===== config.mk =====
export PLATFORM = sky130hd
export DESIGN_NAME = mutual_exclusion_node_unit
export DESIGN_NICKNAME = d
export VERILOG_FILES = /design/src/hw/rtl/mxn_pkg.sv /design/src/hw/rtl/mxn_fifo.sv /design/src/hw/rtl/mxn_front.sv /design/src/hw/rtl/mxn_back.sv /design/src/hw/rtl/mutual_exclusion_node_unit.sv
export SDC_FILE = /design/constraint.sdc
export NUM_CORES = 1
export LEC_CHECK = 0
export ABC_AREA = 0
export BUFFER_PORTS_ARGS = -buffer_cell sky130_fd_sc_hd__buf_2
export CORE_MARGIN = 2
export CORE_UTILIZATION = 40
export CTS_CLUSTER_DIAMETER = 50
export DETAILED_ROUTE_END_ITERATION = 10
export PLACE_DENSITY = 0.66
export SETUP_SLACK_MARGIN = 0.1
export SLEW_MARGIN = 20
export SYNTH_ARGS = -nofsm -noshare
export SYNTH_HDL_FRONTEND = slang
export SYNTH_SLANG_ARGS = --single-unit

===== constraint.sdc =====
create_clock -name clk -period 6.71 [get_ports clk]
set_clock_uncertainty 0.05 [all_clocks]
set_input_delay 0 -clock clk [delete_from_list [all_inputs] [get_ports clk]]
set_output_delay 0 -clock clk [all_outputs]
set_load 0.03 [all_outputs]

===== src/hw/rtl/mxn_pkg.sv =====
// Shared types and constants for the mutual exclusion node.
// Used by the front, queue, back and top-level modules; depends on nothing.
package mxn_pkg;

  localparam int ID_W       = 4;
  localparam int NC_W       = 5;
  localparam int TIME_W     = 16;
  localparam int CMD_W      = 2;
  localparam int REPLY_W    = 4;
  localparam int CFG_IDX_W  = 2;
  localparam int CFG_DATA_W = 5;

  localparam int DEF_MAX_NODES  = 16;
  localparam int DEF_CLOCK_BITS = 16;
  localparam int FIFO_DEPTH     = 2;

  localparam logic [ID_W-1:0]    OWN_ID_RST     = 4'd0;
  localparam logic [NC_W-1:0]    NODE_COUNT_RST = 5'd3;
  localparam logic [NC_W-1:0]    MIN_NODES      = 5'd2;
  localparam logic [REPLY_W-1:0] REPLY_MAX      = 4'd15;

  localparam logic [CMD_W-1:0] CMD_REQUEST = 2'd0;
  localparam logic [CMD_W-1:0] CMD_MESSAGE = 2'd1;
  localparam logic [CMD_W-1:0] CMD_RELEASE = 2'd2;

  localparam logic MSG_REQUEST = 1'b0;
  localparam logic MSG_REPLY   = 1'b1;

  localparam logic [CFG_IDX_W-1:0] CFG_OWN_ID     = 2'd0;
  localparam logic [CFG_IDX_W-1:0] CFG_NODE_COUNT = 2'd1;

  typedef enum logic [1:0] {
    JOB_SINGLE,
    JOB_BCAST,
    JOB_FLUSH
  } job_kind_t;

  typedef struct packed {
    job_kind_t         kind;
    logic              has_send;
    logic              send_kind;
    logic [ID_W-1:0]   dest;
    logic [TIME_W-1:0] stamp;
    logic              granted;
    logic [ID_W-1:0]   own_id;
    logic [NC_W-1:0]   nodes;
  } job_t;

endpackage


===== src/hw/rtl/mxn_fifo.sv =====
// Small two-entry queue between the front and back of the node.
// Depends on mxn_pkg for the queue depth.
module mxn_fifo #(
  parameter int WIDTH = 8
) (
  input  logic             clk,
  input  logic             rst,
  input  logic             in_valid,
  output logic             in_ready,
  input  logic [WIDTH-1:0] in_data,
  output logic             out_valid,
  input  logic             out_ready,
  output logic [WIDTH-1:0] out_data
);

  localparam int PW    = $clog2(mxn_pkg::FIFO_DEPTH);
  localparam int CNT_W = $clog2(mxn_pkg::FIFO_DEPTH + 1);

  logic [WIDTH-1:0] mem [mxn_pkg::FIFO_DEPTH];
  logic [PW-1:0]    wr_ptr;
  logic [PW-1:0]    rd_ptr;
  logic [CNT_W-1:0] count;
  logic             push;
  logic             pop;

  assign in_ready  = (count != CNT_W'(mxn_pkg::FIFO_DEPTH));
  assign out_valid = (count != '0);
  assign out_data  = mem[rd_ptr];
  assign push      = in_valid && in_ready;
  assign pop       = out_valid && out_ready;

  always_ff @(posedge clk) begin
    if (rst) begin
      wr_ptr <= '0;
      rd_ptr <= '0;
      count  <= '0;
    end else begin
      if (push) begin
        wr_ptr <= wr_ptr + PW'(1);
      end
      if (pop) begin
        rd_ptr <= rd_ptr + PW'(1);
      end
      if (push && !pop) begin
        count <= count + CNT_W'(1);
      end else if (pop && !push) begin
        count <= count - CNT_W'(1);
      end
    end
  end

  always_ff @(posedge clk) begin
    if (push) begin
      mem[wr_ptr] <= in_data;
    end
  end

endmodule


===== src/hw/rtl/mxn_front.sv =====
// Front part of the node: configuration registers, Lamport clock, phase,
// reply count and deferred sender list; turns each event into a job. Uses mxn_pkg.
module mxn_front #(
  parameter int MAX_NODES  = mxn_pkg::DEF_MAX_NODES,
  parameter int CLOCK_BITS = mxn_pkg::DEF_CLOCK_BITS,
  localparam int QW = $clog2(MAX_NODES)
) (
  input  logic                                clk,
  input  logic                                rst,
  input  logic                                cfg_valid,
  output logic                                cfg_ready,
  input  logic [mxn_pkg::CFG_IDX_W-1:0]       cfg_index,
  input  logic [mxn_pkg::CFG_DATA_W-1:0]      cfg_data,
  input  logic                                item_valid,
  output logic                                item_ready,
  input  logic [mxn_pkg::CMD_W-1:0]           cmd,
  input  logic                                msg_kind,
  input  logic [mxn_pkg::TIME_W-1:0]          msg_time,
  input  logic [mxn_pkg::ID_W-1:0]            sender,
  output logic                                job_valid,
  input  logic                                job_ready,
  output mxn_pkg::job_t                       job,
  output logic [QW-1:0]                       job_count,
  output logic [MAX_NODES*mxn_pkg::ID_W-1:0]  job_ids
);

  localparam int CW    = CLOCK_BITS;
  localparam int CMP_W = (CW > mxn_pkg::TIME_W) ? CW : mxn_pkg::TIME_W;
  localparam logic [CW-1:0]    CMAX   = {CW{1'b1}};
  localparam logic [CMP_W-1:0] CMAX_W = CMP_W'(CMAX);

  typedef enum logic [1:0] {
    PH_IDLE,
    PH_REQ,
    PH_CS
  } phase_t;

  logic [mxn_pkg::ID_W-1:0]    own_id;
  logic [mxn_pkg::NC_W-1:0]    node_count;
  phase_t                      phase;
  phase_t                      phase_next;
  logic [CW-1:0]               lamport_clock;
  logic [CW-1:0]               lamport_clock_next;
  logic [CW-1:0]               request_time;
  logic [CW-1:0]               request_time_next;
  logic [mxn_pkg::REPLY_W-1:0] reply_count;
  logic [mxn_pkg::REPLY_W-1:0] reply_count_next;
  logic [QW-1:0]               dcount;
  logic [QW-1:0]               dcount_next;
  logic [mxn_pkg::ID_W-1:0]    defer_ids [MAX_NODES];
  logic                        defer_we;

  logic                        accept;
  logic [mxn_pkg::NC_W-1:0]    nodes;
  logic [CW-1:0]               tick;
  logic [CMP_W-1:0]            mt_w;
  logic [CMP_W-1:0]            clk_w;
  logic [CMP_W-1:0]            mx;
  logic [CW-1:0]               mx_c;
  logic [CW-1:0]               msg_clk;
  logic                        prio;
  logic [mxn_pkg::REPLY_W-1:0] rc_inc;

  assign cfg_ready  = 1'b1;
  assign job_valid  = item_valid;
  assign item_ready = job_ready;
  assign accept     = item_valid && job_ready;
  assign job_count  = dcount;

  always_comb begin
    if (node_count < mxn_pkg::MIN_NODES) begin
      nodes = mxn_pkg::MIN_NODES;
    end else if (int'(node_count) > MAX_NODES) begin
      nodes = mxn_pkg::NC_W'(MAX_NODES);
    end else begin
      nodes = node_count;
    end
  end

  assign tick  = (lamport_clock == CMAX) ? lamport_clock : lamport_clock + CW'(1);
  assign mt_w  = CMP_W'(msg_time);
  assign clk_w = CMP_W'(lamport_clock);
  assign mx    = (mt_w > clk_w) ? ((mt_w > CMAX_W) ? CMAX_W : mt_w) : clk_w;
  assign mx_c  = mx[CW-1:0];
  assign msg_clk = (mx_c == CMAX) ? mx_c : mx_c + CW'(1);
  assign prio  = (mt_w < CMP_W'(request_time)) ||
                 ((mt_w == CMP_W'(request_time)) && (sender < own_id));
  assign rc_inc = (reply_count < mxn_pkg::REPLY_MAX) ?
                  reply_count + mxn_pkg::REPLY_W'(1) : reply_count;

  always_comb begin
    for (int i = 0; i < MAX_NODES; i++) begin
      job_ids[i*mxn_pkg::ID_W +: mxn_pkg::ID_W] = defer_ids[i];
    end
  end

  always_comb begin
    phase_next         = phase;
    lamport_clock_next = lamport_clock;
    request_time_next  = request_time;
    reply_count_next   = reply_count;
    dcount_next        = dcount;
    defer_we           = 1'b0;
    job                = '0;
    job.kind           = mxn_pkg::JOB_SINGLE;
    job.own_id         = own_id;
    job.nodes          = nodes;
    case (cmd)
      mxn_pkg::CMD_REQUEST: begin
        if (phase == PH_IDLE) begin
          lamport_clock_next = tick;
          request_time_next  = tick;
          reply_count_next   = '0;
          phase_next         = PH_REQ;
          job.kind           = mxn_pkg::JOB_BCAST;
          job.stamp          = mxn_pkg::TIME_W'(tick);
        end
      end
      mxn_pkg::CMD_MESSAGE: begin
        lamport_clock_next = msg_clk;
        if (msg_kind == mxn_pkg::MSG_REQUEST) begin
          if (phase == PH_IDLE || (phase == PH_REQ && prio)) begin
            job.has_send  = 1'b1;
            job.send_kind = mxn_pkg::MSG_REPLY;
            job.dest      = sender;
            job.stamp     = mxn_pkg::TIME_W'(msg_clk);
          end else if (dcount < QW'(MAX_NODES - 1)) begin
            defer_we    = 1'b1;
            dcount_next = dcount + QW'(1);
          end
        end else if (phase == PH_REQ) begin
          reply_count_next = rc_inc;
          if (mxn_pkg::NC_W'(rc_inc) >= nodes - mxn_pkg::NC_W'(1)) begin
            phase_next  = PH_CS;
            job.granted = 1'b1;
          end
        end
      end
      mxn_pkg::CMD_RELEASE: begin
        if (phase == PH_CS) begin
          lamport_clock_next = tick;
          dcount_next        = '0;
          phase_next         = PH_IDLE;
          job.kind           = mxn_pkg::JOB_FLUSH;
          job.stamp          = mxn_pkg::TIME_W'(tick);
        end
      end
      default: begin
      end
    endcase
  end

  always_ff @(posedge clk) begin
    if (rst) begin
      own_id        <= mxn_pkg::OWN_ID_RST;
      node_count    <= mxn_pkg::NODE_COUNT_RST;
      phase         <= PH_IDLE;
      lamport_clock <= '0;
      request_time  <= '0;
      reply_count   <= '0;
      dcount        <= '0;
    end else begin
      if (cfg_valid && cfg_ready) begin
        if (cfg_index == mxn_pkg::CFG_OWN_ID) begin
          own_id <= cfg_data[mxn_pkg::ID_W-1:0];
        end else if (cfg_index == mxn_pkg::CFG_NODE_COUNT) begin
          node_count <= cfg_data[mxn_pkg::NC_W-1:0];
        end
      end
      if (accept) begin
        phase         <= phase_next;
        lamport_clock <= lamport_clock_next;
        request_time  <= request_time_next;
        reply_count   <= reply_count_next;
        dcount        <= dcount_next;
      end
    end
  end

  always_ff @(posedge clk) begin
    if (accept && defer_we) begin
      defer_ids[dcount] <= sender;
    end
  end

  a_flush_idles: assert property (@(posedge clk) disable iff (rst)
    accept && job.kind == mxn_pkg::JOB_FLUSH |=> phase == PH_IDLE && dcount == '0)
    else $error("release did not return the node to idle with an empty list");

  a_defer_bound: assert property (@(posedge clk) disable iff (rst)
    accept && defer_we |-> dcount < QW'(MAX_NODES - 1))
    else $error("deferred list written beyond its capacity");

endmodule


===== src/hw/rtl/mxn_back.sv =====
// Back part of the node: expands each job into result transactions and
// holds them in an output register. Uses mxn_pkg.
module mxn_back #(
  parameter int MAX_NODES = mxn_pkg::DEF_MAX_NODES,
  localparam int QW = $clog2(MAX_NODES)
) (
  input  logic                                clk,
  input  logic                                rst,
  input  logic                                job_valid,
  output logic                                job_ready,
  input  mxn_pkg::job_t                       job,
  input  logic [QW-1:0]                       job_count,
  input  logic [MAX_NODES*mxn_pkg::ID_W-1:0]  job_ids,
  output logic                                result_valid,
  input  logic                                result_ready,
  output logic                                has_send,
  output logic                                send_kind,
  output logic [mxn_pkg::ID_W-1:0]            dest,
  output logic [mxn_pkg::TIME_W-1:0]          send_time,
  output logic                                granted,
  output logic                                last
);

  logic                        active;
  mxn_pkg::job_t               cur;
  logic [QW-1:0]               cur_count;
  logic [mxn_pkg::ID_W-1:0]    cur_ids [MAX_NODES];
  logic [mxn_pkg::NC_W-1:0]    bcast_idx;
  logic [mxn_pkg::NC_W-1:0]    sent;
  logic [QW-1:0]               flush_idx;

  logic                        out_free;
  logic                        load;
  logic                        emit;
  logic                        skip;
  logic                        e_has_send;
  logic                        e_send_kind;
  logic [mxn_pkg::ID_W-1:0]    e_dest;
  logic [mxn_pkg::TIME_W-1:0]  e_time;
  logic                        e_granted;
  logic                        e_last;

  assign job_ready = !active;
  assign load      = job_valid && !active;
  assign out_free  = !result_valid || result_ready;

  always_comb begin
    emit        = 1'b0;
    skip        = 1'b0;
    e_has_send  = 1'b0;
    e_send_kind = 1'b0;
    e_dest      = '0;
    e_time      = '0;
    e_granted   = 1'b0;
    e_last      = 1'b0;
    if (active && out_free) begin
      case (cur.kind)
        mxn_pkg::JOB_BCAST: begin
          if (bcast_idx == mxn_pkg::NC_W'(cur.own_id)) begin
            skip = 1'b1;
          end else begin
            emit        = 1'b1;
            e_has_send  = 1'b1;
            e_send_kind = mxn_pkg::MSG_REQUEST;
            e_dest      = bcast_idx[mxn_pkg::ID_W-1:0];
            e_time      = cur.stamp;
            e_last      = (sent == cur.nodes - mxn_pkg::NC_W'(2));
          end
        end
        mxn_pkg::JOB_FLUSH: begin
          emit = 1'b1;
          if (cur_count == '0) begin
            e_last = 1'b1;
          end else begin
            e_has_send  = 1'b1;
            e_send_kind = mxn_pkg::MSG_REPLY;
            e_dest      = cur_ids[flush_idx];
            e_time      = cur.stamp;
            e_last      = (flush_idx == cur_count - QW'(1));
          end
        end
        default: begin
          emit        = 1'b1;
          e_has_send  = cur.has_send;
          e_send_kind = cur.send_kind;
          e_dest      = cur.dest;
          e_time      = cur.stamp;
          e_granted   = cur.granted;
          e_last      = 1'b1;
        end
      endcase
    end
  end

  always_ff @(posedge clk) begin
    if (rst) begin
      active       <= 1'b0;
      result_valid <= 1'b0;
      bcast_idx    <= '0;
      sent         <= '0;
      flush_idx    <= '0;
    end else begin
      if (emit) begin
        result_valid <= 1'b1;
        if (e_last) begin
          active <= 1'b0;
        end
      end else if (result_valid && result_ready) begin
        result_valid <= 1'b0;
      end
      if (skip || (emit && cur.kind == mxn_pkg::JOB_BCAST)) begin
        bcast_idx <= bcast_idx + mxn_pkg::NC_W'(1);
      end
      if (emit && cur.kind == mxn_pkg::JOB_BCAST) begin
        sent <= sent + mxn_pkg::NC_W'(1);
      end
      if (emit && cur.kind == mxn_pkg::JOB_FLUSH) begin
        flush_idx <= flush_idx + QW'(1);
      end
      if (load) begin
        active    <= 1'b1;
        bcast_idx <= '0;
        sent      <= '0;
        flush_idx <= '0;
      end
    end
  end

  always_ff @(posedge clk) begin
    if (load) begin
      cur       <= job;
      cur_count <= job_count;
      for (int i = 0; i < MAX_NODES; i++) begin
        cur_ids[i] <= job_ids[i*mxn_pkg::ID_W +: mxn_pkg::ID_W];
      end
    end
    if (emit) begin
      has_send  <= e_has_send;
      send_kind <= e_send_kind;
      dest      <= e_dest;
      send_time <= e_time;
      granted   <= e_granted;
      last      <= e_last;
    end
  end

  a_load_active: assert property (@(posedge clk) disable iff (rst)
    load |=> active)
    else $error("job taken from the queue but sequencer not active");

  a_bcast_bound: assert property (@(posedge clk) disable iff (rst)
    active && cur.kind == mxn_pkg::JOB_BCAST |-> sent < cur.nodes - mxn_pkg::NC_W'(1))
    else $error("broadcast sent more requests than there are peers");

  a_flush_bound: assert property (@(posedge clk) disable iff (rst)
    active && cur.kind == mxn_pkg::JOB_FLUSH && cur_count != '0 |-> flush_idx < cur_count)
    else $error("deferred reply index ran past the list");

endmodule


===== src/hw/rtl/mutual_exclusion_node_unit.sv =====
// Top level of one Ricart-Agrawala mutual exclusion node with a Lamport clock.
// Built from mxn_front, mxn_fifo and mxn_back; uses mxn_pkg.
//
// Channels: the event channel (item_valid/item_ready with cmd, msg_kind,
// msg_time, sender) carries local requests, received messages and releases.
// The result channel (result_valid/result_ready) carries one transaction per
// message to send or grant, with last set on the final one of each event;
// an event that causes nothing gives one empty transaction with last set.
// The configuration channel (cfg_valid/cfg_ready, cfg_index, cfg_data) writes
// own_id (index 0) and node_count (index 1); it is always ready.
// The front takes one event per cycle while the two-entry job queue has room.
// An accepted event enters the job queue; the back, when idle, loads it into
// its job register, then places each result in the output register, passing
// over own_id in a broadcast, and takes no new job until the last is out: a
// request gives node_count-1 results (node_count held to 2..MAX_NODES), a
// release one per deferred sender (one empty if none), other events one.
// Reset clears the clock, phase, counts and queue; no clearing pass is needed.
// When the receiver stalls, the output register holds its transaction, the
// queue fills, and then the event channel stalls.
module mutual_exclusion_node_unit #(
  parameter int MAX_NODES  = mxn_pkg::DEF_MAX_NODES,
  parameter int CLOCK_BITS = mxn_pkg::DEF_CLOCK_BITS
) (
  input  logic                           clk,
  input  logic                           rst,
  input  logic                           cfg_valid,
  output logic                           cfg_ready,
  input  logic [mxn_pkg::CFG_IDX_W-1:0]  cfg_index,
  input  logic [mxn_pkg::CFG_DATA_W-1:0] cfg_data,
  input  logic                           item_valid,
  output logic                           item_ready,
  input  logic [mxn_pkg::CMD_W-1:0]      cmd,
  input  logic                           msg_kind,
  input  logic [mxn_pkg::TIME_W-1:0]     msg_time,
  input  logic [mxn_pkg::ID_W-1:0]       sender,
  output logic                           result_valid,
  input  logic                           result_ready,
  output logic                           has_send,
  output logic                           send_kind,
  output logic [mxn_pkg::ID_W-1:0]       dest,
  output logic [mxn_pkg::TIME_W-1:0]     send_time,
  output logic                           granted,
  output logic                           last
);

  localparam int QW    = $clog2(MAX_NODES);
  localparam int IDS_W = MAX_NODES * mxn_pkg::ID_W;
  localparam int JOB_W = $bits(mxn_pkg::job_t);
  localparam int FW    = JOB_W + QW + IDS_W;

  logic                 f_valid;
  logic                 f_ready;
  mxn_pkg::job_t        f_job;
  logic [QW-1:0]        f_count;
  logic [IDS_W-1:0]     f_ids;
  logic [FW-1:0]        q_in;
  logic [FW-1:0]        q_out;
  logic                 b_valid;
  logic                 b_ready;
  mxn_pkg::job_t        b_job;
  logic [QW-1:0]        b_count;
  logic [IDS_W-1:0]     b_ids;

  mxn_front #(
    .MAX_NODES  (MAX_NODES),
    .CLOCK_BITS (CLOCK_BITS)
  ) u_front (
    .clk        (clk),
    .rst        (rst),
    .cfg_valid  (cfg_valid),
    .cfg_ready  (cfg_ready),
    .cfg_index  (cfg_index),
    .cfg_data   (cfg_data),
    .item_valid (item_valid),
    .item_ready (item_ready),
    .cmd        (cmd),
    .msg_kind   (msg_kind),
    .msg_time   (msg_time),
    .sender     (sender),
    .job_valid  (f_valid),
    .job_ready  (f_ready),
    .job        (f_job),
    .job_count  (f_count),
    .job_ids    (f_ids)
  );

  assign q_in = {f_job, f_count, f_ids};

  mxn_fifo #(
    .WIDTH (FW)
  ) u_fifo (
    .clk       (clk),
    .rst       (rst),
    .in_valid  (f_valid),
    .in_ready  (f_ready),
    .in_data   (q_in),
    .out_valid (b_valid),
    .out_ready (b_ready),
    .out_data  (q_out)
  );

  assign b_job   = mxn_pkg::job_t'(q_out[FW-1 -: JOB_W]);
  assign b_count = q_out[IDS_W +: QW];
  assign b_ids   = q_out[IDS_W-1:0];

  mxn_back #(
    .MAX_NODES (MAX_NODES)
  ) u_back (
    .clk          (clk),
    .rst          (rst),
    .job_valid    (b_valid),
    .job_ready    (b_ready),
    .job          (b_job),
    .job_count    (b_count),
    .job_ids      (b_ids),
    .result_valid (result_valid),
    .result_ready (result_ready),
    .has_send     (has_send),
    .send_kind    (send_kind),
    .dest         (dest),
    .send_time    (send_time),
    .granted      (granted),
    .last         (last)
  );

endmodule

==> reports/results.ini, run 1 <==
[synth]
ys_seq_elements=467
yosys.area.top_type=edfxtp_1
synthFlopType=edfxtp_1
synth_edf_count=391
ys_types=83
synth.area.top_cells=edfxtp_1 (59%), dfxtp_1 (7.6%), mux2_2 (5.8%)
syn_inst=1397
syn_area_per_cell_um2=14.29
synth_top_area_share_pct=58.80
synth_area_um2=19970
ys_seq_area_share_pct=66.42
ys_warn_count=0
synth_async_sr_flop_share_pct=0

[detailed_routing]
drc=0
vias=11650
first_iter_violations=982
vias_per_cell=5.310
routed_wl_um=45350
ant_nets=0
wl_per_cell_um=20.67
drtPass1Iterations=5

[global_route]
track_usage_pct=17.78
overflow=0
grt_pass1_vias=11575
antenna_found_initial=1
grt_pass1_wl_um=68860
grt_start_max_net_pins=70

[power_and_ir_drop]
pwr-share-comb_pct=19.7
power_frac_clock_pct=30.8
p_switching_mw=2.389
ir_drop_mv=0.1924
seqPwrFrac_pct=49.5
p_leak_nw=7.761
internal_power_mw=5.972
switching_share_pct=28.57
power.density_nw_per_um2=366.9

[timing]
slew_headroom_pct=30.23
finalWorstSetupSlack_ns=1.627
timing.final.crit_share_pct=75.75
final.min_clock_period_ns=5.083
timing.setup.tns_ns=0
timing.fmax_ghz=0.1967
holdWs_ns=0.03973
setup_viol_count_final=0
slew_violations=0
worst_pin_slew_ns=1.037
rsz0062_at_grt=no
hold_violations=0

[finish]
n_antenna_cell=0
nFillCells=4303
fin_nets=1586
drive_gt1_share_pct=18.95
layoutNonFillerInstCount=2194
syn_to_final_growth_pct=14.11
final_core_util_pct=46.36
multi_input_area_um2=6279
ff_latch_area_um2=13270

[die]
rows=81
design.core.area_um2=49150
io_pins=62
start_util_pct=40.62
die_h_um=227.4
fp.dieW_um=227.4
dieArea_um2=51720

[worst_setup_path]
cp.required_ns=6.96
cp.arrival_ns=5.33
critPathCaptureType=register
r2r_cells=16
cp-start-kind=register
critPathKind=register to register
critPathMaxFanout=25

[placement]
dp_cells=2080
numPortBuffers=60
place.gp.congestion=0.8904
place_ws_ns=1.688
dp_hpwl_um=29960

[clock_network]
cts_made_buffers=49
clkTransAtPathRegs_ns=0.05
cts_tree=done
clkSinkCount=467
clock_path_buffers=3
post_cts_resized=0
clkLatencyLatePin_ns=0.60
htreeDepth=2
root_buffer=clkbuf_16

[job]
maxCapViolations=0

[run_status]
status=completed

[hold_path]
min-delay-path-class=primary input to register
whs_path_depth=5

-- worst paths after layout --
| kind | from | endpoint | slack [ns] |
|---|---|---|---|
| max | u_front.clk_w[15]$_SDFFE_PP0P_ | u_fifo.mem[0][92]$_DFFE_PP_ | 1.63 |
| min | msg_time[14] | u_front.clk_w[14]$_SDFFE_PP0P_ | 0.04 |
| max reg2reg | u_front.clk_w[15]$_SDFFE_PP0P_ | u_fifo.mem[0][92]$_DFFE_PP_ | 1.63 |
| min reg2reg | u_front.defer_ids[10][1]$_DFFE_PP_ | u_fifo.mem[1][41]$_DFFE_PP_ | 0.39 |
-- state kept, by name, summed over array words and instances (netlist names), 4 cells and up, named ones only --
name and cells:
u_back.cur 33, u_front.job_count 4, u_back.cur_ids 64, u_back.send_time 16, u_fifo.mem 202, u_back.sent 5
u_back.dest 4, u_front.node_count 5, u_front.request_time 16, u_front.defer_ids 64, u_back.flush_idx 4, u_front.clk_w 16
u_back.bcast_idx 5, u_front.own_id 4, u_front.reply_count 4, u_back.cur_count 4
-- metrics by stage --
step                      power [mW]  instance area [um^2]
final                          8.361                 22790
after global routing           8.743                 22790
after CTS                      8.460                 22790
after detailed placement       5.860                 21000
after global placement         5.820                 21000
after floorplan                5.331                 19980
-- critical path, stage by stage (launching register included) --
cell	delay, ns
dfxtp_1	0.44
inv_1	0.11
ha_1	0.34
nand4_2	0.18
nor4_1	0.63
or4_4	0.36
nand2_4	0.22
o21ai_0	0.39
ha_1	0.46
nand4_1	0.21
nor2_1	0.14
inv_1	0.07
nor3_2	0.33
a21oi_2	0.11
or4_1	0.40
and3_1	0.21
o2bb2ai_1	0.15
-- what timing repair did --
item,in CTS,in global routing
hold buffers,25,0
hold endpoints to repair,93,0
buffers inserted,0,0
-- cells in the mapped netlist, types with 3 or more instances --
| cell type | count |
|---|---|
| xnor2_1 | 33 |
| a211oi_1 | 20 |
| nand3_1 | 33 |
| inv_1 | 59 |
| and4_1 | 7 |
| dfxtp_1 | 76 |
| nor4_1 | 11 |
| o211ai_1 | 3 |
| mux4_2 | 20 |
| o31ai_1 | 4 |
| ha_1 | 59 |
| a221oi_1 | 3 |
| and2_1 | 30 |
| nand4_1 | 20 |
| and4b_1 | 8 |
| clkbuf_1 | 48 |
| nor3_1 | 20 |
| a211o_1 | 4 |
| nor2_1 | 111 |
| o21a_1 | 3 |
| nand2b_1 | 14 |
| xor2_1 | 20 |
| buf_2 | 3 |
| o2111ai_1 | 3 |
| mux2_2 | 103 |
| nor3b_1 | 6 |
| a21o_1 | 10 |
| and3_1 | 8 |
| or4_1 | 3 |
| mux2i_1 | 17 |
| nand2_1 | 52 |
| nor2b_1 | 16 |
| o22ai_1 | 14 |
| or3_1 | 9 |
| o21ai_0 | 32 |
| edfxtp_1 | 391 |
| a21oi_1 | 52 |
| a31oi_1 | 7 |
| a22oi_1 | 8 |
-- per-layer routing --
metal / vias up / GRT usage, % / share of wire (%)
met5: - / 0 / 0
met4: 0 / 6.283 / 3.0
met3: 93 / 3.627 / 5.9
met2: 340 / 28.04 / 46
met1: 5742 / 24.48 / 45
li1: 5475 / - / -
-- cell usage in the layout, fill, tap and decap left out, types with 5 or more instances in the layout --
master / instances
edfxtp_1: 391
nor2_1: 110
mux2_2: 103
dfxtp_1: 74
buf_2: 60
ha_1: 59
inv_1: 58
nand2_1: 52
a21oi_1: 52
clkbuf_16: 49
xnor2_1: 33
nand3_1: 33
o21ai_0: 32
and2_1: 30
dlygate4sd3_1: 25
xor2_1: 20
nand4_1: 20
a211oi_1: 20
mux4_2: 20
nor3_1: 19
mux2i_1: 17
nor2b_1: 16
nand2b_1: 14
o22ai_1: 14
clkbuf_1: 14
buf_4: 13
nor4_1: 11
a21o_1: 10
or3_1: 9
a22oi_1: 8
and4b_1: 8
clkinv_1: 8
and4_1: 7
and3_1: 7
a31oi_1: 7
nor3b_1: 6
clkinv_2: 6
conb_1: 5
clkinvlp_4: 5
-- power by group through the flow --
stage / logic, mW / clock network [mW] / registers [mW]
after floorplan: 1.09 / 0 / 4.24
after global placement: 1.64 / 0 / 4.18
after detailed placement: 1.65 / 0 / 4.21
after CTS: 1.67 / 2.64 / 4.15
after global routing: 1.80 / 2.74 / 4.20
final: 1.65 / 2.58 / 4.14
-- kinds of logic after synthesis --
logic type | share of synthesized area (%)
AO/OA/AOI/OAI | 6.442
XOR/XNOR | 2.325
adder cells (fa/ha/maj) | 3.697
buffers and inverters | 2.281
flip-flops | 66.42
multiplexers | 8.973
other | 0.03761
AND/OR/NAND/NOR | 9.825
-- final cells by class --
cell class	instances	area share [%]
Clock buffer	63	5.612
Timing Repair Buffer	98	2.844
Sequential cell	467	58.23
Clock inverter	26	1.131
Multi-Input combinational cell	817	27.55
Tap cell	664	3.646
Inverter	59	0.9829
Note: power is estimated with default switching activity, not from simulation.
==> run 2: changes to the inputs <==
--- a/config.mk
+++ b/config.mk
@@ -5,13 +5,13 @@
 export SDC_FILE = /design/constraint.sdc
 export NUM_CORES = 1
 export LEC_CHECK = 0
-export ABC_AREA = 0
+export ABC_AREA = 1
 export BUFFER_PORTS_ARGS = -buffer_cell sky130_fd_sc_hd__buf_2
 export CORE_MARGIN = 2
 export CORE_UTILIZATION = 40
 export CTS_CLUSTER_DIAMETER = 50
 export DETAILED_ROUTE_END_ITERATION = 10
-export PLACE_DENSITY = 0.66
+export PLACE_DENSITY = 0.68
 export SETUP_SLACK_MARGIN = 0.1
 export SLEW_MARGIN = 20
 export SYNTH_ARGS = -nofsm -noshare
==> constraint.sdc (replaced) <==
create_clock -name clk -period 4.1 [get_ports clk]
set_clock_uncertainty 0.05 [all_clocks]
set_input_delay 0 -clock clk [delete_from_list [all_inputs] [get_ports clk]]
set_output_delay 0 -clock clk [all_outputs]
set_load 0.03 [all_outputs]
==> reports/results.ini, run 2 <==
[run_status]
status=completed

[clock_network]
clkLatencyLatePin_ns=0.60  ; about the same
cts_made_buffers=50  ; +2.0%
clock_path_buffers=3  ; unchanged
clkSinkCount=467  ; unchanged
htreeDepth=2  ; unchanged
cts_tree=done
root_buffer=clkbuf_16
clkTransAtPathRegs_ns=0.06  ; about the same

[timing]
slew_headroom_pct=29.56  ; -0.67 points
timing.fmax_ghz=0.2791  ; +42%
slew_violations=0  ; unchanged
worst_pin_slew_ns=1.055  ; +0.01842 ns
timing.setup.tns_ns=0  ; unchanged
holdWs_ns=0.07063  ; +0.03090 ns
rsz0062_at_grt=no
hold_violations=0  ; unchanged
final.min_clock_period_ns=3.584  ; -1.500 ns
timing.final.crit_share_pct=87.40  ; +12 points
setup_viol_count_final=0  ; unchanged

[synth]
yosysMostFrequentCell=edfxtp_1
syn_area_per_cell_um2=11.93  ; -17%
ys_seq_area_share_pct=65.83  ; -0.59 points
synth_async_sr_flop_share_pct=0  ; unchanged
synth.area.top_cells=edfxtp_1 (58%), dfxtp_1 (7.6%), mux2_2 (5.7%)
yosys.area.top_type=edfxtp_1
syn_inst=1689  ; +21%
ys_seq_elements=467  ; unchanged
synth_top_area_share_pct=58.27  ; -0.53 points
ys_types=54  ; -35%
synthFlopType=edfxtp_1
synth_area_um2=20150  ; +0.90%
synthTopCellsByCount=edfxtp_1 (391), nand2_1 (284), inv_1 (158), nor2_1 (135), a21oi_1 (108)
synth_edf_count=391  ; unchanged
ys_warn_count=0  ; unchanged

[worst_setup_path]
timing.critical_path.buf_inv=1  ; -1
critPathKind=register to register
cp.arrival_ns=3.97  ; -1.36 ns
cp_slowest_cell=dfxtp_1
cp.required_ns=4.48  ; -2.48 ns
cpMostUsedCell=nand2_1
cp_top_family=simple AND/OR/NAND/NOR gates
cp_cell_sequence=inv_1 -> ha_1 -> nand4_1 -> nor3_4 -> nand2_2 -> nand2_4 -> nand2_8 -> nand2_1 -> nand2_1 -> ha_1 -> nand3_2 -> nor2_4 -> nand2_4 -> nand2_1 -> o21bai_1 -> a21oi_1
critPathMaxFanout=27  ; +8.0%
cp-start-kind=register
critPathCaptureType=register
max_stage_delay_ns=0.42  ; -0.21 ns

[die]
start_util_pct=40.32  ; -0.30 points
io_pins=62  ; unchanged
dieArea_um2=52180  ; +0.89%
die_h_um=228.4  ; +0.44%
design.core.area_um2=49970  ; +1.7%
rows=82  ; +1.2%
fp.dieW_um=228.4  ; +0.44%

[power_and_ir_drop]
total_power_mw=14.29  ; +71%
ir_drop_mv=0.3586  ; +86%
power.density_nw_per_um2=612.3  ; +67%
p_leak_nw=8.632  ; +11%

[detailed_routing]
ant_nets=0  ; unchanged
first_iter_violations=885  ; -9.9%
wl_per_cell_um=18.00  ; -13%
vias_per_cell=5.089  ; -4.2%
drtPass1Iterations=5  ; unchanged
drc=0  ; unchanged
vias=12815  ; +10%
routed_wl_um=45340  ; about the same

[finish]
layout_common_cells=edfxtp_1 (391), nand2_1 (284), inv_1 (158), nor2_1 (133), a21oi_1 (107)
drive_gt1_share_pct=16.90  ; -2.1 points
regMostFlops=u_fifo.mem
syn_to_final_growth_pct=15.82
n_antenna_cell=0  ; unchanged
largest_register_ffs=202  ; unchanged
fin_nets=1898  ; +20%
final_area_um2=23330  ; +2.4%
layoutNonFillerInstCount=2518  ; +15%
layout_commonest_cell=edfxtp_1
biggestRegsByFlops=u_fifo.mem (202), u_back.cur_ids (64), u_front.defer_ids (64)

[global_route]
grt_pass1_wl_um=70760  ; +2.8%
antenna_found_initial=0  ; -1
overflow=0  ; unchanged
grt_pass1_vias=12533  ; +8.3%
grt_start_max_net_pins=76  ; +8.6%
track_usage_pct=17.29  ; -0.50 points

[placement]
dp_cells=2396  ; +15%
dpl_cell_area_um2=21280  ; +1.3%
place.gp.congestion=0.8698  ; -2.3%
numPortBuffers=60  ; unchanged
dp_hpwl_um=29770  ; -0.65%

[job]
maxCapViolations=0  ; unchanged

[hold_path]
min-delay-path-class=primary input to register

==> run 2: cell count changes after synthesis, sizes merged, moves of 17 or more <==
cell / delta
mux2i: -17
and2: -31
xnor2: -26
o21ai: +74
mux4: -20
a211oi: -19
nand3: +26
nand2: +245
a21oi: +56
inv: +101
nor2: +33
==> run 2: path summary, 6_finish.rpt <==
path | slack [ns] | startpoint | to | cells after the start
setup / recovery | 0.52 | u_front.clk_w[11]$_SDFFE_PP0P_ | u_front.clk_w[4]$_SDFFE_PP0P_ | 16
hold / removal | 0.07 | cmd[1] | u_fifo.mem[1][101]$_DFFE_PP_ | 4
setup reg to reg | 0.52 | u_front.clk_w[11]$_SDFFE_PP0P_ | u_front.clk_w[4]$_SDFFE_PP0P_ | 16
hold reg to reg | 0.38 | u_front.defer_ids[6][3]$_DFFE_PP_ | u_fifo.mem[1][27]$_DFFE_PP_ | 0
==> run 2: repair_timing <==
| item | CTS | global route |
|---|---|---|
| gates resized for setup | 0 | 2 |
| hold endpoints to repair | 104 | 0 |
| hold buffers | 27 | 0 |
| setup endpoints to repair | 0 | 36 |
| buffers inserted | 0 | 0 |
==> run 2: final cells by class <==
cell class	count	area, um^2
fillers	4426	26630
flip-flops and latches	467	13270
multi-input cells	1011	6087
clock buffers	66	1371
well taps	672	840.8
repair buffers	112	790.8
inverters	162	608.1
clock inverters	28	370.4
==> run 2: routing by layer <==
metal	routed length (um)	global-route usage, %
met2	20770	27.12
met3	2394	2.520
met5	0	0
met4	779	4.616
met1	21400	25.17
==> run 2: kinds of logic after synthesis <==
group / count (synthesis) / share of synthesized area [%]
adder cells (fa/ha/maj): 59 / 3.664
flip-flops: 467 / 65.83
other: 2 / 0.03727
AO/OA/AOI/OAI: 265 / 7.260
buffers and inverters: 214 / 4.272
AND/OR/NAND/NOR: 546 / 11.76
XOR/XNOR: 34 / 1.478
multiplexers: 102 / 5.701
==> run 2: where the power goes <==
part	switching [mW]	total, mW	internal (mW)
Clock	1.90	4.67	2.77
Sequential	0.425	6.77	6.35
Combinational	1.86	2.84	0.987
==> run 2: through the flow <==
step | utilization [%] | worst slack [ns]
after floorplan | - | -0.5051
after global placement | 42.58 | 0.4002
after detailed placement | 42.58 | 0.3691
after CTS | 46.61 | 0.3271
after global routing | 46.70 | 0.1824
final | 46.70 | 0.5165
==> run 2: worst min-delay path, delay by kind of cell <==
family / cells / cell delay [ns]
adders and majority gates: 1 / 0.20
buffers and inverters: 2 / 0.22
and+or+nand+nor: 1 / 0.14
==> run 3: changes to the inputs <==
--- a/config.mk
+++ b/config.mk
@@ -5,7 +5,6 @@
 export SDC_FILE = /design/constraint.sdc
 export NUM_CORES = 1
 export LEC_CHECK = 0
-export ABC_AREA = 1
 export BUFFER_PORTS_ARGS = -buffer_cell sky130_fd_sc_hd__buf_2
 export CORE_MARGIN = 2
 export CORE_UTILIZATION = 40
==> reports/results.ini, run 3 (same netlist as run 1, synthesis figures left out) <==
[placement]
dpl_cell_area_um2=21400  ; +0.61%
dp_hpwl_um=30890  ; +3.8%
numPortBuffers=60  ; unchanged
place.gp.congestion=0.8866  ; +1.9%
place_ws_ns=0.06548  ; -0.3036 ns

[worst_setup_path]
cp-start-kind=register
timing.critical_path.buf_inv=2  ; +1
cp_slowest_cell=or4_1
r2r_slack_ns=0.22  ; -0.30 ns
cp_cell_sequence=inv_4 -> ha_4 -> nand4_4 -> nor4_4 -> a21boi_4 -> or4_4 -> nand2_4 -> o21ai_4 -> ha_2 -> nand4_1 -> nor2_1 -> inv_2 -> nor3_4 -> a21oi_4 -> or4_1 -> and3_4 -> o2bb2ai_2
critPathMaxFanout=5  ; -81%
cp.arrival_ns=4.18  ; +0.21 ns
r2r-start=u_front.clk_w[14]$_SDFFE_PP0P_
startpoint=u_front.clk_w[14]$_SDFFE_PP0P_
critPathKind=register to register
max_stage_delay_ns=0.43  ; about the same
cp_top_family=simple AND/OR/NAND/NOR gates
critPathCaptureType=register
r2r_cells=17  ; +1
timing.critical_path.to=u_fifo.mem[1][92]$_DFFE_PP_
cp.depth=17  ; +1
cp.required_ns=4.40  ; -0.08 ns
r2r-end=u_fifo.mem[1][92]$_DFFE_PP_

[timing]
setup_viol_count_final=0  ; unchanged
timing.final.crit_share_pct=94.69  ; +7.3 points
slew_headroom_pct=30.68  ; +1.1 points
rsz0062_at_grt=yes
timing.setup.tns_ns=0  ; unchanged
worst_pin_slew_ns=1.014  ; -0.04189 ns
holdWs_ns=0.05920  ; -0.01143 ns
timing.fmax_ghz=0.2576  ; -7.7%
slew_violations=0  ; unchanged
final.min_clock_period_ns=3.882  ; +0.2986 ns
finalWorstSetupSlack_ns=0.2179  ; -0.2986 ns
hold_violations=0  ; unchanged

[clock_network]
clkSinkCount=467  ; unchanged
cts_tree=done
clkLatencyLatePin_ns=0.62  ; +0.02 ns
clock_path_buffers=3  ; unchanged
root_buffer=clkbuf_16
htreeDepth=2  ; unchanged
clkTransAtPathRegs_ns=0.06  ; about the same
cts_made_buffers=53  ; +6.0%

[detailed_routing]
routed_wl_um=46790  ; +3.2%
first_iter_violations=996  ; +13%
drtPass1Iterations=5  ; unchanged
vias=12102  ; -5.6%
vias_per_cell=5.357  ; +5.3%
ant_nets=0  ; unchanged
drc=0  ; unchanged
wl_per_cell_um=20.71  ; +15%

[power_and_ir_drop]
p_switching_mw=4.081  ; -2.4%
p_leak_nw=8.175  ; -5.3%
power_frac_clock_pct=31.9  ; -0.8 points
ir_drop_mv=0.3497  ; -2.5%
pwr-share-comb_pct=20.2  ; +0.3 points
seqPwrFrac_pct=47.9  ; +0.5 points
internal_power_mw=10.07  ; -0.38%
power.density_nw_per_um2=596.7  ; -2.5%
switching_share_pct=28.85  ; -0.42 points

[global_route]
overflow=0  ; unchanged
grt_pass1_vias=11929  ; -4.8%
grt_start_max_net_pins=92  ; +21%
antenna_found_initial=0  ; unchanged
grt_pass1_wl_um=71040  ; +0.39%
track_usage_pct=18.32  ; +1.0 points

[die]
design.core.area_um2=49150  ; -1.6%
die_h_um=227.4  ; -0.44%
io_pins=62  ; unchanged
fp.dieW_um=227.4  ; -0.44%
rows=81  ; -1.2%
start_util_pct=40.62  ; +0.30 points
dieArea_um2=51720  ; -0.88%

[finish]
largest_register_ffs=202  ; unchanged
fin_nets=1644  ; -13%
biggestRegsByFlops=u_fifo.mem (202), u_back.cur_ids (64), u_front.defer_ids (64)
final_area_um2=23710  ; +1.6%
layout_common_cells=edfxtp_1 (391), nor2_1 (109), mux2_2 (103), dfxtp_1 (67), buf_2 (60)
regMostFlops=u_fifo.mem
layout_commonest_cell=edfxtp_1
syn_to_final_growth_pct=18.75
drive_gt1_share_pct=24.95  ; +8.1 points
n_antenna_cell=0  ; unchanged

[run_status]
status=completed

[hold_path]
min-delay-path-class=primary input to register

[job]
maxCapViolations=0  ; unchanged

[run 3: area by class of cell]
| type | instances | area (um^2) |
|---|---|---|
| clock buffer | 69 | 1386 |
| clock inverter | 31 | 301.5 |
| fill | 4210 | 25440 |
| inverter | 59 | 226.5 |
| multi-input combinational | 817 | 6570 |
| sequential | 467 | 13280 |
| tap | 664 | 830.8 |
| timing repair buffer | 152 | 1119 |
[run 3: metrics by stage]
stage	utilization (%)	power, mW	instances
floorplan	-	8.722	1400
global placement	43.55	9.601	2119
detailed placement	43.55	9.682	2119
CTS	47.62	14.25	2250
global route	48.24	14.79	2259
finish	48.24	14.15	2259
[run 3: repair_timing]
item | CTS | global route
endpoints found under the setup margin | 10 | 35
cloned | 0 | 0
pin swaps | 2 | 22
setup buffers | 3 | 9
endpoints found under the hold margin | 95 | 0
resized for setup | 0 | 53
hold buffers | 28 | 0
[run 3: power groups by stage]
stage	combinational [mW]	sequential, mW	clock, mW
global placement	2.76	6.84	0
detailed placement	2.80	6.88	0
floorplan	1.80	6.92	0
finish	2.86	6.78	4.51
global route	3.10	6.88	4.81
CTS	2.83	6.80	4.62
[run 3: how the worst min path moves through the flow]
stage	start	end	slack (ns)	cells after the start
4_1_cts	msg_time[0]	u_front.clk_w[5]$_SDFFE_PP0P_	0.02	6
5_1_grt	msg_time[2]	u_front.clk_w[2]$_SDFFE_PP0P_	0.08	5
3_3_place_gp	cfg_data[0]	u_front.node_count[0]$_SDFFE_PP1P_	0.18	3
6_report	msg_time[2]	u_front.clk_w[2]$_SDFFE_PP0P_	0.06	5
3_5_place_dp	cfg_data[4]	u_front.node_count[4]$_SDFFE_PP0P_	0.20	3
2_1_floorplan	sender[0]	u_front.defer_ids[0][0]$_DFFE_PP_	0.05	0
[run 3: layer usage]
layer | up-vias | wire, um | global-route usage, %
li1 | 5608 | - | -
met1 | 6044 | 21180 | 25.94
met2 | 348 | 21630 | 28.69
met3 | 102 | 2392 | 2.620
met4 | 0 | 1583 | 7.021
met5 | - | 0 | 0
[run 3: tightest hold or removal path, cell delays in order]
cell and delay, ns:
buf_2 0.15, buf_4 0.17, a21oi_1 0.08, xnor2_1 0.18, a311oi_1 0.10
